File: src/hdl/mip_chain_box_downsampler_assert.svh
// ----------------------------------------------------------------------------
// Assertion macros for the mip chain box downsampler
// Clocked on clk; MCBD_ASSERT is disabled while arst_n is low, MCBD_ASSERT_ALWAYS is not.
// ----------------------------------------------------------------------------
`ifndef MIP_CHAIN_BOX_DOWNSAMPLER_ASSERT_SVH
`define MIP_CHAIN_BOX_DOWNSAMPLER_ASSERT_SVH
`ifndef SYNTHESIS
`define MCBD_ASSERT(lbl, prop, msg) lbl: assert property (@(posedge clk) \
	disable iff (!arst_n) prop) else $error(msg);
`define MCBD_ASSERT_ALWAYS(lbl, prop, msg) lbl: assert property (@(posedge clk) \
	prop) else $error(msg);
`else
`define MCBD_ASSERT(lbl, prop, msg)
`define MCBD_ASSERT_ALWAYS(lbl, prop, msg)
`endif
`endif

File: src/hdl/mcbd_pkg.sv
// ----------------------------------------------------------------------------
// mcbd_pkg
// Shared constants, types and helpers of the mip chain box downsampler.
// ----------------------------------------------------------------------------
`default_nettype none
package mcbd_pkg;
	localparam int MAX_DIM   = 4096;
	localparam int DIM_W     = 13;
	localparam int ADDR_W    = 12;
	localparam int LEVELS    = 12;
	localparam int LVL_W     = 4;
	localparam int POS_W     = 12;
	localparam int XY_W      = 11;
	localparam int CHANNELS  = 4;
	localparam int SUM_W     = 9;
	localparam int LINE_W    = CHANNELS * SUM_W;
	localparam int IDX_W     = 2;
	localparam int CNT_W     = 3;
	localparam int OUT_W     = 64;

	typedef enum logic [IDX_W-1:0] {
		REG_WIDTH    = 2'd0,
		REG_HEIGHT   = 2'd1,
		REG_CHANNELS = 2'd2
	} cfg_reg_t;

	typedef enum logic [1:0] {
		ST_IDLE,
		ST_LEVEL,
		ST_RDWAIT,
		ST_FLUSH
	} state_t;

	typedef struct packed {
		logic accept;
		logic step;
		logic finish;
		logic flush;
	} dp_cmd_t;

	typedef struct packed {
		logic active;
		logic stop;
		logic need_read;
		logic hold_valid;
		logic out_free;
	} dp_stat_t;

	typedef struct packed {
		logic [LVL_W-1:0]          lvl;
		logic [XY_W-1:0]           x;
		logic [XY_W-1:0]           y;
		logic [CHANNELS-1:0][7:0]  chan;
	} res_t;

	// Map a written size onto 1..MAX_DIM
	function automatic logic [DIM_W-1:0] clamp_dim(input logic [DIM_W-1:0] v);
		logic [DIM_W-1:0] r;
		if (v == '0) r = DIM_W'(1);
		else if (v > DIM_W'(MAX_DIM)) r = DIM_W'(MAX_DIM);
		else r = v;
		return r;
	endfunction
endpackage
`default_nettype wire

File: src/hdl/mcbd_ctrl.sv
// ----------------------------------------------------------------------------
// mcbd_ctrl
// Sequencer: walks one input pixel up the level chain, one level per step.
// ----------------------------------------------------------------------------
`default_nettype none
`include "mip_chain_box_downsampler_assert.svh"
module mcbd_ctrl (
	input  wire logic              clk,
	input  wire logic              arst_n,
	input  wire logic              s_tvalid,
	output      logic              s_tready,
	input  wire mcbd_pkg::dp_stat_t stat,
	output      mcbd_pkg::dp_cmd_t  cmd
);
	import mcbd_pkg::*;

	state_t state_q, state_d;
	logic   can_push;

	assign can_push = !stat.hold_valid || stat.out_free;

	// Hold state
	always_ff @(posedge clk or negedge arst_n) begin
		if (!arst_n) begin
			state_q <= ST_IDLE;
		end else begin
			state_q <= state_d;
		end
	end

	// Next state
	always_comb begin
		state_d = state_q;
		unique case (state_q)
			ST_IDLE: begin
				if (s_tvalid) state_d = ST_LEVEL;
			end
			ST_LEVEL: begin
				if (!stat.active) state_d = ST_FLUSH;
				else if (can_push) begin
					if (stat.need_read) state_d = ST_RDWAIT;
					else if (stat.stop) state_d = ST_FLUSH;
				end
			end
			ST_RDWAIT: begin
				if (can_push) state_d = ST_LEVEL;
			end
			ST_FLUSH: begin
				if (can_push) state_d = ST_IDLE;
			end
			default: state_d = ST_IDLE;
		endcase
	end

	// Outputs
	always_comb begin
		s_tready   = (state_q == ST_IDLE);
		cmd.accept = (state_q == ST_IDLE) && s_tvalid;
		cmd.step   = (state_q == ST_LEVEL) && stat.active && can_push;
		cmd.finish = (state_q == ST_RDWAIT) && can_push;
		cmd.flush  = (state_q == ST_FLUSH) && stat.hold_valid && stat.out_free;
	end

	`MCBD_ASSERT(a_step_active, cmd.step |-> stat.active, "step on inactive level")
	`MCBD_ASSERT(a_rdwait_entry, (state_q == ST_RDWAIT) |-> ($past(state_q) == ST_LEVEL || $past(state_q) == ST_RDWAIT), "bad entry to read wait")
	`MCBD_ASSERT(a_flush_clears, cmd.flush |=> !stat.hold_valid, "held result not drained")
	`MCBD_ASSERT_ALWAYS(a_one_cmd, $onehot0({cmd.accept, cmd.step, cmd.finish, cmd.flush}), "commands overlap")
endmodule
`default_nettype wire

File: config.mk
export PLATFORM = sky130hd
export DESIGN_NAME = mcbd_ctrl
export DESIGN_NICKNAME = d
export VERILOG_FILES = /design/src/hdl/mcbd_pkg.sv /design/src/hdl/mcbd_ctrl.sv
export VERILOG_INCLUDE_DIRS = /design/src /design/src/hdl
export SDC_FILE = /design/constraint.sdc
export NUM_CORES = 1
export LEC_CHECK = 0
export BUFFER_PORTS_ARGS = -buffer_cell sky130_fd_sc_hd__buf_2
export CORE_AREA = 2 2 39 41
export CTS_CLUSTER_SIZE = 28
export DETAILED_ROUTE_END_ITERATION = 10
export DIE_AREA = 0 0 41 43
export GPL_TIMING_DRIVEN = 0
export PLACE_DENSITY = 0.38
export SLEW_MARGIN = 20
export SYNTH_ARGS = -nofsm -noshare
export SYNTH_HDL_FRONTEND = slang
export SYNTH_SLANG_ARGS = --single-unit
File: constraint.sdc
create_clock -name clk -period 1.2 [get_ports clk]
set_input_delay 0.24 -clock clk [delete_from_list [all_inputs] [get_ports clk]]
set_output_delay 0.24 -clock clk [all_outputs]
set_load 0.01 [all_outputs]
==> flow_summary.json, run 1 <==
{
  "timing.hold.ws_ns": 0.330,
  "finalHoldViolations": 0,
  "drv_cap": 0,
  "grt_start_max_net_pins": 7,
  "fin_nets": 45,
  "p_total_uw": 609,
  "post-place-ws_ns": 0.0426,
  "core_area_um2": 1380,
  "met1_length_um": 201,
  "top_regs": "state_q (2)",
  "required_ns": 0.96,
  "drt_pass1_iterations": 2,
  "rows": 14,
  "drt_wl_total_um": 483,
  "fin_ws_ns": -0.150,
  "violations": "setup timing",
  "htreeDepth": 1,
  "drc": 0,
  "ys_seq_area_frac": 0.360,
  "cts_root_buf": "clkbuf_4",
  "slew-limit-headroom": 0.835,
  "clk_pin_slew_worst_paths_ns": 0.03,
  "die_h_um": 43,
  "die_area_um2": 1760,
  "finalClockSkew_ns": 0.000187,
  "layout_commonest_cell": "buf_2",
  "syn_to_final_growth_pct": 112,
  "ys_warn_count": 0,
  "post-route-period-util": 1.13,
  "drt_iter0_markers": 1,
  "port_buffers": 12,
  "max-clock-path-buffers": 2,
  "cts_buffers": 3,
  "overflow": 0,
  "outcome": "complete, but fails checks",
  "syn-instance-count": 15,
  "start_kind": "flop",
  "die_w_um": 41,
  "met2_length_um": 192,
  "clock-sinks": 2,
  "grt_pass1_vias": 162,
  "p_per_area_nw_per_um2": 2070,
  "synth_top_area_frac": 0.360,
  "end_kind": "primary output",
  "drv_slew": 0,
  "vias": 193,
  "fin_setup_tns_ns": -0.453,
  "post_drt_wl_per_cell_um": 9.47,
  "antenna_left": 0,
  "fillers": 164,
  "final_cell_mix": "11 x buf_2, 4 x buf_4, 3 x clkbuf_4, 2 x nor2_1",
  "critPathMaxFanout": 5,
  "viasPerCell": 3.78,
  "wl_met3_um": 88,
  "fin_util": 0.212,
  "highest-signal-layer": "met3",
  "avgSynthCellArea_um2": 9.26,
  "setup_viol": 5,
  "synthTopCellsByArea": "dfrtp_1 36%, and4_2 7.2%, a211o_1 6.3%",
  "worstMarginPinSlew_ns": 0.247,
  "place.gp.congestion": 0.601,
  "arrival_ns": 1.11,
  "placedCellCount": 43,
  "min_path_type": "in -> async",
  "grt_pass1_wl_um": 579,
  "ir_drop_uv": 654,
  "largest_register": "state_q",
  "ys_ff_latch": 2,
  "clk_latency_ns": 0.22,
  "clock.fmax_ghz": 0.741,
  "io_pins": 13,
  "start_util": 0.100,
  "track_usage": 0.0552,
  "period_minus_slack_ns": 1.35,
  "antenna_found_initial": 0,
  "place_area_um2": 219,
  "cts_tree": "yes",
  "largest_register_ffs": 2,
  "diodes": 0,
  "drive_gt1_frac": 0.629,
  "criticalPathCategory": "reg -> out",
  "postLayoutCellArea_um2": 294,
  "synth_top_cell_by_area": "dfrtp_1",
  "leakage_nw": 0.154,
  "synth_fp_nets": 23,
  "instances_no_fill": 51,
  "ys_types": 13,
  "syn_area_um2": 139,
  "rsz0062_at_grt": "true"
}
report_power, final:
group          switching [mW]  internal (mW)
Sequential             0.0474          0.107
Clock                  0.0376          0.110
Combinational           0.124          0.183
final timing paths:
| kind | start | cells after the start | to | slack (ns) |
|---|---|---|---|---|
| setup / recovery | state_q[1] | 3 | cmd[2] | -0.15 |
| hold / removal | arst_n | 2 | state_q[1] | 0.33 |
| setup reg to reg | state_q[1] | 4 | state_q[1] | 0.01 |
| hold reg to reg | state_q[1] | 2 | state_q[1] | 0.65 |
| max in group asynchronous | arst_n | 2 | state_q[0] | 0.76 |
| min in group clk | stat[3] | 3 | state_q[1] | 0.37 |
cells by family (layout without fill, tap and decap cells):
logic type	Yosys count	in the layout	synth area share
AOI/OAI and AO/OA	4	4	0.225
buffers and inverters	0	20	0
DFF	2	2	0.360
and+or+nand+nor	9	9	0.415
area by class of cell:
| type | instances | area, um2 | area share |
|---|---|---|---|
| Clock buffer | 3 | 22.5 | 0.0766 |
| Multi-Input combinational cell | 13 | 93.8 | 0.319 |
| Sequential cell | 2 | 51.3 | 0.174 |
| Tap cell | 16 | 20.0 | 0.0681 |
| Timing Repair Buffer | 17 | 106 | 0.362 |
Yosys cell counts (all sizes together):
cell type / instances
a211o: 1
a311oi: 1
nor3b: 1
and3: 1
and4: 1
o21ai: 1
a221oi: 1
nand2b: 1
nor2: 2
and2: 1
nor2b: 1
and2b: 1
dfrtp: 2
repair_timing:
item	4_1_cts	5_1_grt
hold endpoints to repair	2	0
hold buffers	1	0
endpoints found under the setup margin	5	5
resized for setup	3	0
setup buffers	3	1
pin swaps	2	0
metal layers:
layer | track usage | vias to the layer above
met1 | 0.0545 | 80
met2 | 0.0719 | 13
met5 | 0 | -
li1 | - | 100
met4 | 0.0800 | 0
met3 | 0.0157 | 0
critical path: stages (launching register included):
cell	delay (ns)
dfrtp_1	0.40
and2b_1	0.22
and3_1	0.14
buf_2	0.12
Power figures use the tool's default switching activity.
==> inputs of run 2 (changes only) <==
--- a/config.mk
+++ b/config.mk
@@ -13,6 +13,7 @@
 export DIE_AREA = 0 0 41 43
 export GPL_TIMING_DRIVEN = 0
 export PLACE_DENSITY = 0.38
+export RECOVER_POWER = 50
 export SLEW_MARGIN = 20
 export SYNTH_ARGS = -nofsm -noshare
 export SYNTH_HDL_FRONTEND = slang
==> flow_summary.json, run 2 (synthesis results as in run 1) <==
{
  "outcome": "complete, but fails checks",
  "violations": "setup timing",
  "syn_to_final_growth_pct": 111,
  "io_pins": 13,
  "final_cell_mix": "10 x buf_2, 4 x buf_4, 3 x clkbuf_4, 2 x nor2_1",
  "r2r_slack_ns": 0.01,
  "p_per_area_nw_per_um2": 2080,
  "critPathMaxFanout": 5,
  "start_util": 0.100,
  "ir_drop_uv": 653,
  "fin_ws_ns": -0.150,
  "antenna_found_initial": 0,
  "die_h_um": 43,
  "r2r-end": "state_q[1]",
  "layout_commonest_cell": "buf_2",
  "period_minus_slack_ns": 1.35,
  "top_regs": "state_q (2)",
  "die_area_um2": 1760,
  "cpPeakStageDelay_ns": 0.40,
  "required_ns": 0.96,
  "worstPathCellList": "and2b_1 -> and3_1 -> buf_2",
  "max-clock-path-buffers": 2,
  "drv_cap": 0,
  "fin_util": 0.212,
  "worstMarginPinSlew_ns": 0.247,
  "start_kind": "flop",
  "diodes": 0,
  "cts_root_buf": "clkbuf_4",
  "grt_pass1_vias": 162,
  "overflow": 0,
  "rsz0062_at_grt": "true",
  "end_kind": "primary output",
  "finalHoldViolations": 0,
  "reg2reg_depth": 4,
  "cp-endpoint": "cmd[2]",
  "slew-limit-headroom": 0.835,
  "vias": 193,
  "fin_nets": 45,
  "track_usage": 0.0552,
  "clock.fmax_ghz": 0.741,
  "viasPerCell": 3.78,
  "die_w_um": 41,
  "core_area_um2": 1380,
  "leakage_nw": 0.151,
  "grt_pass1_wl_um": 579,
  "multiInputGateArea_um2": 93.8,
  "startpoint": "state_q[1]",
  "post-route-period-util": 1.13,
  "drc": 0,
  "cts_buffers": 3,
  "worst_path_max_delay_cell": "dfrtp_1",
  "port_buffers": 12,
  "largest_register": "state_q",
  "rows": 14,
  "post-place-ws_ns": 0.0426,
  "clk_latency_ns": 0.22,
  "clock-sinks": 2,
  "seqCellArea_um2": 51.3,
  "clk_pin_slew_worst_paths_ns": 0.03,
  "htreeDepth": 1,
  "post_drt_wl_per_cell_um": 9.47,
  "cts_tree": "yes",
  "regToRegStartpoint": "state_q[1]",
  "drive_gt1_frac": 0.600,
  "grt_start_max_net_pins": 7,
  "fillers": 165,
  "drt_pass1_iterations": 2,
  "criticalPathCategory": "reg -> out",
  "place.gp.congestion": 0.601,
  "min_path_type": "in -> async",
  "drt_iter0_markers": 1,
  "largest_register_ffs": 2,
  "drt_wl_total_um": 483,
  "arrival_ns": 1.11,
  "setup_viol": 5,
  "finalClockSkew_ns": 0.000187,
  "antenna_left": 0,
  "drv_slew": 0
}
==> run 2: cell types whose count changed in the layout (fill, tap and decap cells not counted) <==
cell and change:
clkbuf_1 +1, buf_2 -1
==> run 2: repair_timing <==
action                     4_1_cts  5_1_grt
setup endpoints to repair        5        5
setup buffers                    3        1
hold endpoints to repair         2        0
hold buffers                     1        0
pin swaps                        2        0
gates resized for setup          3        0
==> run 2: worst max-delay path, delay by kind of cell, from the launching register on <==
kind	cells	cell delay, ns
buf+inv	1	0.12
simple gates	2	0.36
flops	1	0.40
==> run 2: worst min-delay path by stage <==
stage                start          to  slack [ns]  depth (start not counted)
CTS                 arst_n  state_q[1]        0.32                          2
global route        arst_n  state_q[0]        0.35                          2
finish              arst_n  state_q[1]        0.33                          2
global placement    arst_n  state_q[0]        0.03                          1
floorplan           arst_n  state_q[0]       -0.06                          0
detailed placement  arst_n  state_q[0]        0.03                          1
==> run 2: stage by stage <==
stage / power [mW] / area [um2] / cells / hold slack [ns] / setup TNS [ns]
2_1_floorplan: 0.275 / 139 / 15 / -0.0556 / 0
4_1_cts: 0.609 / 287 / 50 / 0.318 / -0.488
5_1_grt: 0.656 / 293 / 51 / 0.348 / -0.737
6_report: 0.608 / 293 / 51 / 0.333 / -0.453
3_3_place_gp: 0.370 / 219 / 43 / 0.0289 / -0.000269
3_5_place_dp: 0.368 / 219 / 43 / 0.0282 / 0
==> run 2: area by class of cell <==
cell class                 instances  share of cell area
tap                               16              0.0684
sequential                         2               0.175
clock buffer                       3              0.0769
timing repair buffer              17               0.359
multi-input combinational         13               0.321
==> run 2: per-layer routing <==
metal,wire length (um),share of wire,vias up,global-route usage
li1,-,-,100,-
met1,201,0.42,80,0.0545
met2,192,0.40,13,0.0719
met3,88,0.18,0,0.0157
met4,0,0,0,0.0800
met5,0,0,-,0
==> run 2: where the power goes <==
group	internal (mW)	leakage, nW	switching, mW
combinational	0.182	0.115	0.124
sequential	0.107	0.0225	0.0474
clock	0.110	0.0138	0.0376
==> inputs of run 3 (changes only) <==
--- a/config.mk
+++ b/config.mk
@@ -6,13 +6,14 @@
 export SDC_FILE = /design/constraint.sdc
 export NUM_CORES = 1
 export LEC_CHECK = 0
+export ABC_AREA = 1
 export BUFFER_PORTS_ARGS = -buffer_cell sky130_fd_sc_hd__buf_2
 export CORE_AREA = 2 2 39 41
+export CTS_BUF_LIST = sky130_fd_sc_hd__clkbuf_8
 export CTS_CLUSTER_SIZE = 28
 export DETAILED_ROUTE_END_ITERATION = 10
 export DIE_AREA = 0 0 41 43
-export GPL_TIMING_DRIVEN = 0
-export PLACE_DENSITY = 0.38
+export PLACE_DENSITY = 0.41
 export RECOVER_POWER = 50
 export SLEW_MARGIN = 20
 export SYNTH_ARGS = -nofsm -noshare
==> flow_summary.json, run 3 <==
{
  "avgSynthCellArea_um2": 5.34,
  "synth_mux_area_frac": 0,
  "synth-async-reset-ratio": 1.00,
  "io_pins": 13,
  "grt_pass1_vias": 209,
  "synth_edf_count": 0,
  "finalClockSkew_ns": 0.00227,
  "startpoint": "state_q[0]",
  "p_per_area_nw_per_um2": 2200,
  "rows": 14,
  "synth-compound-area-share": 0,
  "min_path_type": "in -> reg",
  "period_minus_slack_ns": 1.23,
  "final_cell_mix": "13 x nand2_1, 11 x buf_2, 7 x inv_1, 3 x nor3_2, 3 x clkbuf_8",
  "layout_commonest_cell": "nand2_1",
  "end_kind": "primary output",
  "cts_buffers": 3,
  "grt_pass1_wl_um": 779,
  "ys_types": 7,
  "clock.fmax_ghz": 0.812,
  "yosys.area_share.adder": 0,
  "setup_viol": 5,
  "min-delay-start": "stat[1]",
  "die_w_um": 41,
  "critPathMaxFanout": 7,
  "syn-instance-count": 34,
  "largest_register_ffs": 2,
  "pwr-share-seq": 0.214,
  "multiInputGateArea_um2": 129,
  "seqCellArea_um2": 51.3,
  "viasPerCell": 3.67,
  "outcome": "complete, but fails checks",
  "required_ns": 0.96,
  "hpwlAfterDp_um": 370,
  "drv_slew": 0,
  "ys_seq_area_frac": 0.276,
  "cts_tree": "yes",
  "rsz0062_at_grt": "true",
  "drt_pass1_iterations": 4,
  "leakage_nw": 0.210,
  "place.gp.congestion": 0.675,
  "finalHoldViolations": 0,
  "track_usage": 0.0693,
  "drt_iter0_markers": 3,
  "timing.hold.ws_ns": 0.351,
  "die_h_um": 43,
  "synth_top_family_by_area": "simple AND/OR/NAND/NOR gates",
  "clock-sinks": 2,
  "drc": 0,
  "switching_share": 0.384,
  "overflow": 0,
  "ys_warn_count": 0,
  "grt_start_max_net_pins": 8,
  "synth_fp_nets": 42,
  "drive_gt1_frac": 0.471,
  "start_util": 0.131,
  "diodes": 0,
  "synth.most_common_cell": "nand2_1",
  "syn_area_um2": 181,
  "clk_latency_ns": 0.21,
  "vias": 246,
  "placedCellCount": 63,
  "comb_power_share": 0.451,
  "ir_drop_uv": 558,
  "fin_nets": 61,
  "largest_register": "state_q",
  "die_area_um2": 1760,
  "drt_wl_total_um": 488,
  "core_area_um2": 1380,
  "criticalPathCategory": "reg -> out",
  "max-clock-path-buffers": 2,
  "synthTopCellsByArea": "nand2_1 29%, dfrtp_1 28%, inv_1 17%",
  "synth_top_area_frac": 0.290,
  "ys.flop_type": "dfrtp_1",
  "postLayoutCellArea_um2": 352,
  "start_kind": "flop",
  "ys_ff_latch": 2,
  "arrival_ns": 0.99,
  "fillers": 160,
  "syn_to_final_growth_pct": 93.8,
  "synth.top_cells.by_count": "14 x nand2_1, 8 x inv_1, 3 x nand3_1, 3 x nor2_1, 3 x nor3_1",
  "top_regs": "state_q (2)",
  "p_total_uw": 775,
  "synth_top_cell_by_area": "nand2_1",
  "cts_root_buf": "clkbuf_8",
  "synth_xor_area_frac": 0,
  "htreeDepth": 1,
  "post_drt_wl_per_cell_um": 7.28,
  "slew-limit-headroom": 0.883,
  "drv_cap": 0,
  "yosys.area_share.simple": 0.559,
  "violations": "setup timing",
  "switchingPower_uw": 298,
  "antenna_found_initial": 0,
  "place_area_um2": 269,
  "clk_pin_slew_worst_paths_ns": 0.03,
  "port_buffers": 12,
  "antenna_left": 0,
  "post-route-period-util": 1.03,
  "regToRegStartpoint": "state_q[1]",
  "worstMarginPinSlew_ns": 0.176,
  "fin_ws_ns": -0.0309,
  "p_clk_frac": 0.335,
  "instances_no_fill": 67,
  "p_int_uw": 477
}
## run 3: area by class of cell
class                      count  area share
multi-input combinational     24       0.367
inverter                       8      0.0854
sequential                     2       0.146
timing repair buffer          14       0.228
clock buffer                   3       0.117
tap                           16      0.0569
## run 3: path summary, 6_finish.rpt
check,end,slack (ns),depth (start not counted)
max,cmd[1],-0.03,2
min,state_q[1],0.35,3
max reg2reg,state_q[1],0.14,7
min reg2reg,state_q[0],0.61,2
max in group asynchronous,state_q[0],0.71,2
min in group asynchronous,state_q[0],0.36,2
## run 3: cell families (layout without fill, tap and decap cells)
kind of cell           Yosys count  count (layout)
buffers and inverters            8              25
flip-flops                       2               2
AND/OR/NAND/NOR                 24              24
## run 3: per-stage QoR
step	TNS, ns	setup slack, ns	utilization
4_1_cts	-0.146	-0.0405	0.250
5_1_grt	-0.392	-0.106	0.254
3_3_place_gp	0	0.0970	0.194
2_1_floorplan	0	0.109	-
3_5_place_dp	0	0.0995	0.194
6_report	-0.113	-0.0309	0.254
## run 3: power groups by stage
stage | logic, mW | clock network (mW) | registers, mW
after CTS | 0.342 | 0.270 | 0.163
after detailed placement | 0.298 | 0 | 0.143
final | 0.349 | 0.259 | 0.166
after global routing | 0.402 | 0.278 | 0.174
after global placement | 0.303 | 0 | 0.142
after floorplan | 0.184 | 0 | 0.141
## run 3: layer usage
layer / up-vias / wire, um / global-route usage
li1: 136 / - / -
met1: 101 / 240 / 0.0932
met2: 9 / 207 / 0.0781
met3: 0 / 40 / 0.0314
met4: 0 / 0 / 0.0600
met5: - / 0 / 0
## run 3: critical path, cell delays in order, from the launching register on
cell and delay [ns]:
dfrtp_2 0.46, nor3_2 0.18, buf_2 0.15
## run 3: timing repair
item,4_1_cts,5_1_grt
buffers inserted,0,0
resized for setup,8,2
pin swaps,2,1
hold buffers,1,0
setup endpoints to repair,5,5
endpoints found under the hold margin,2,0
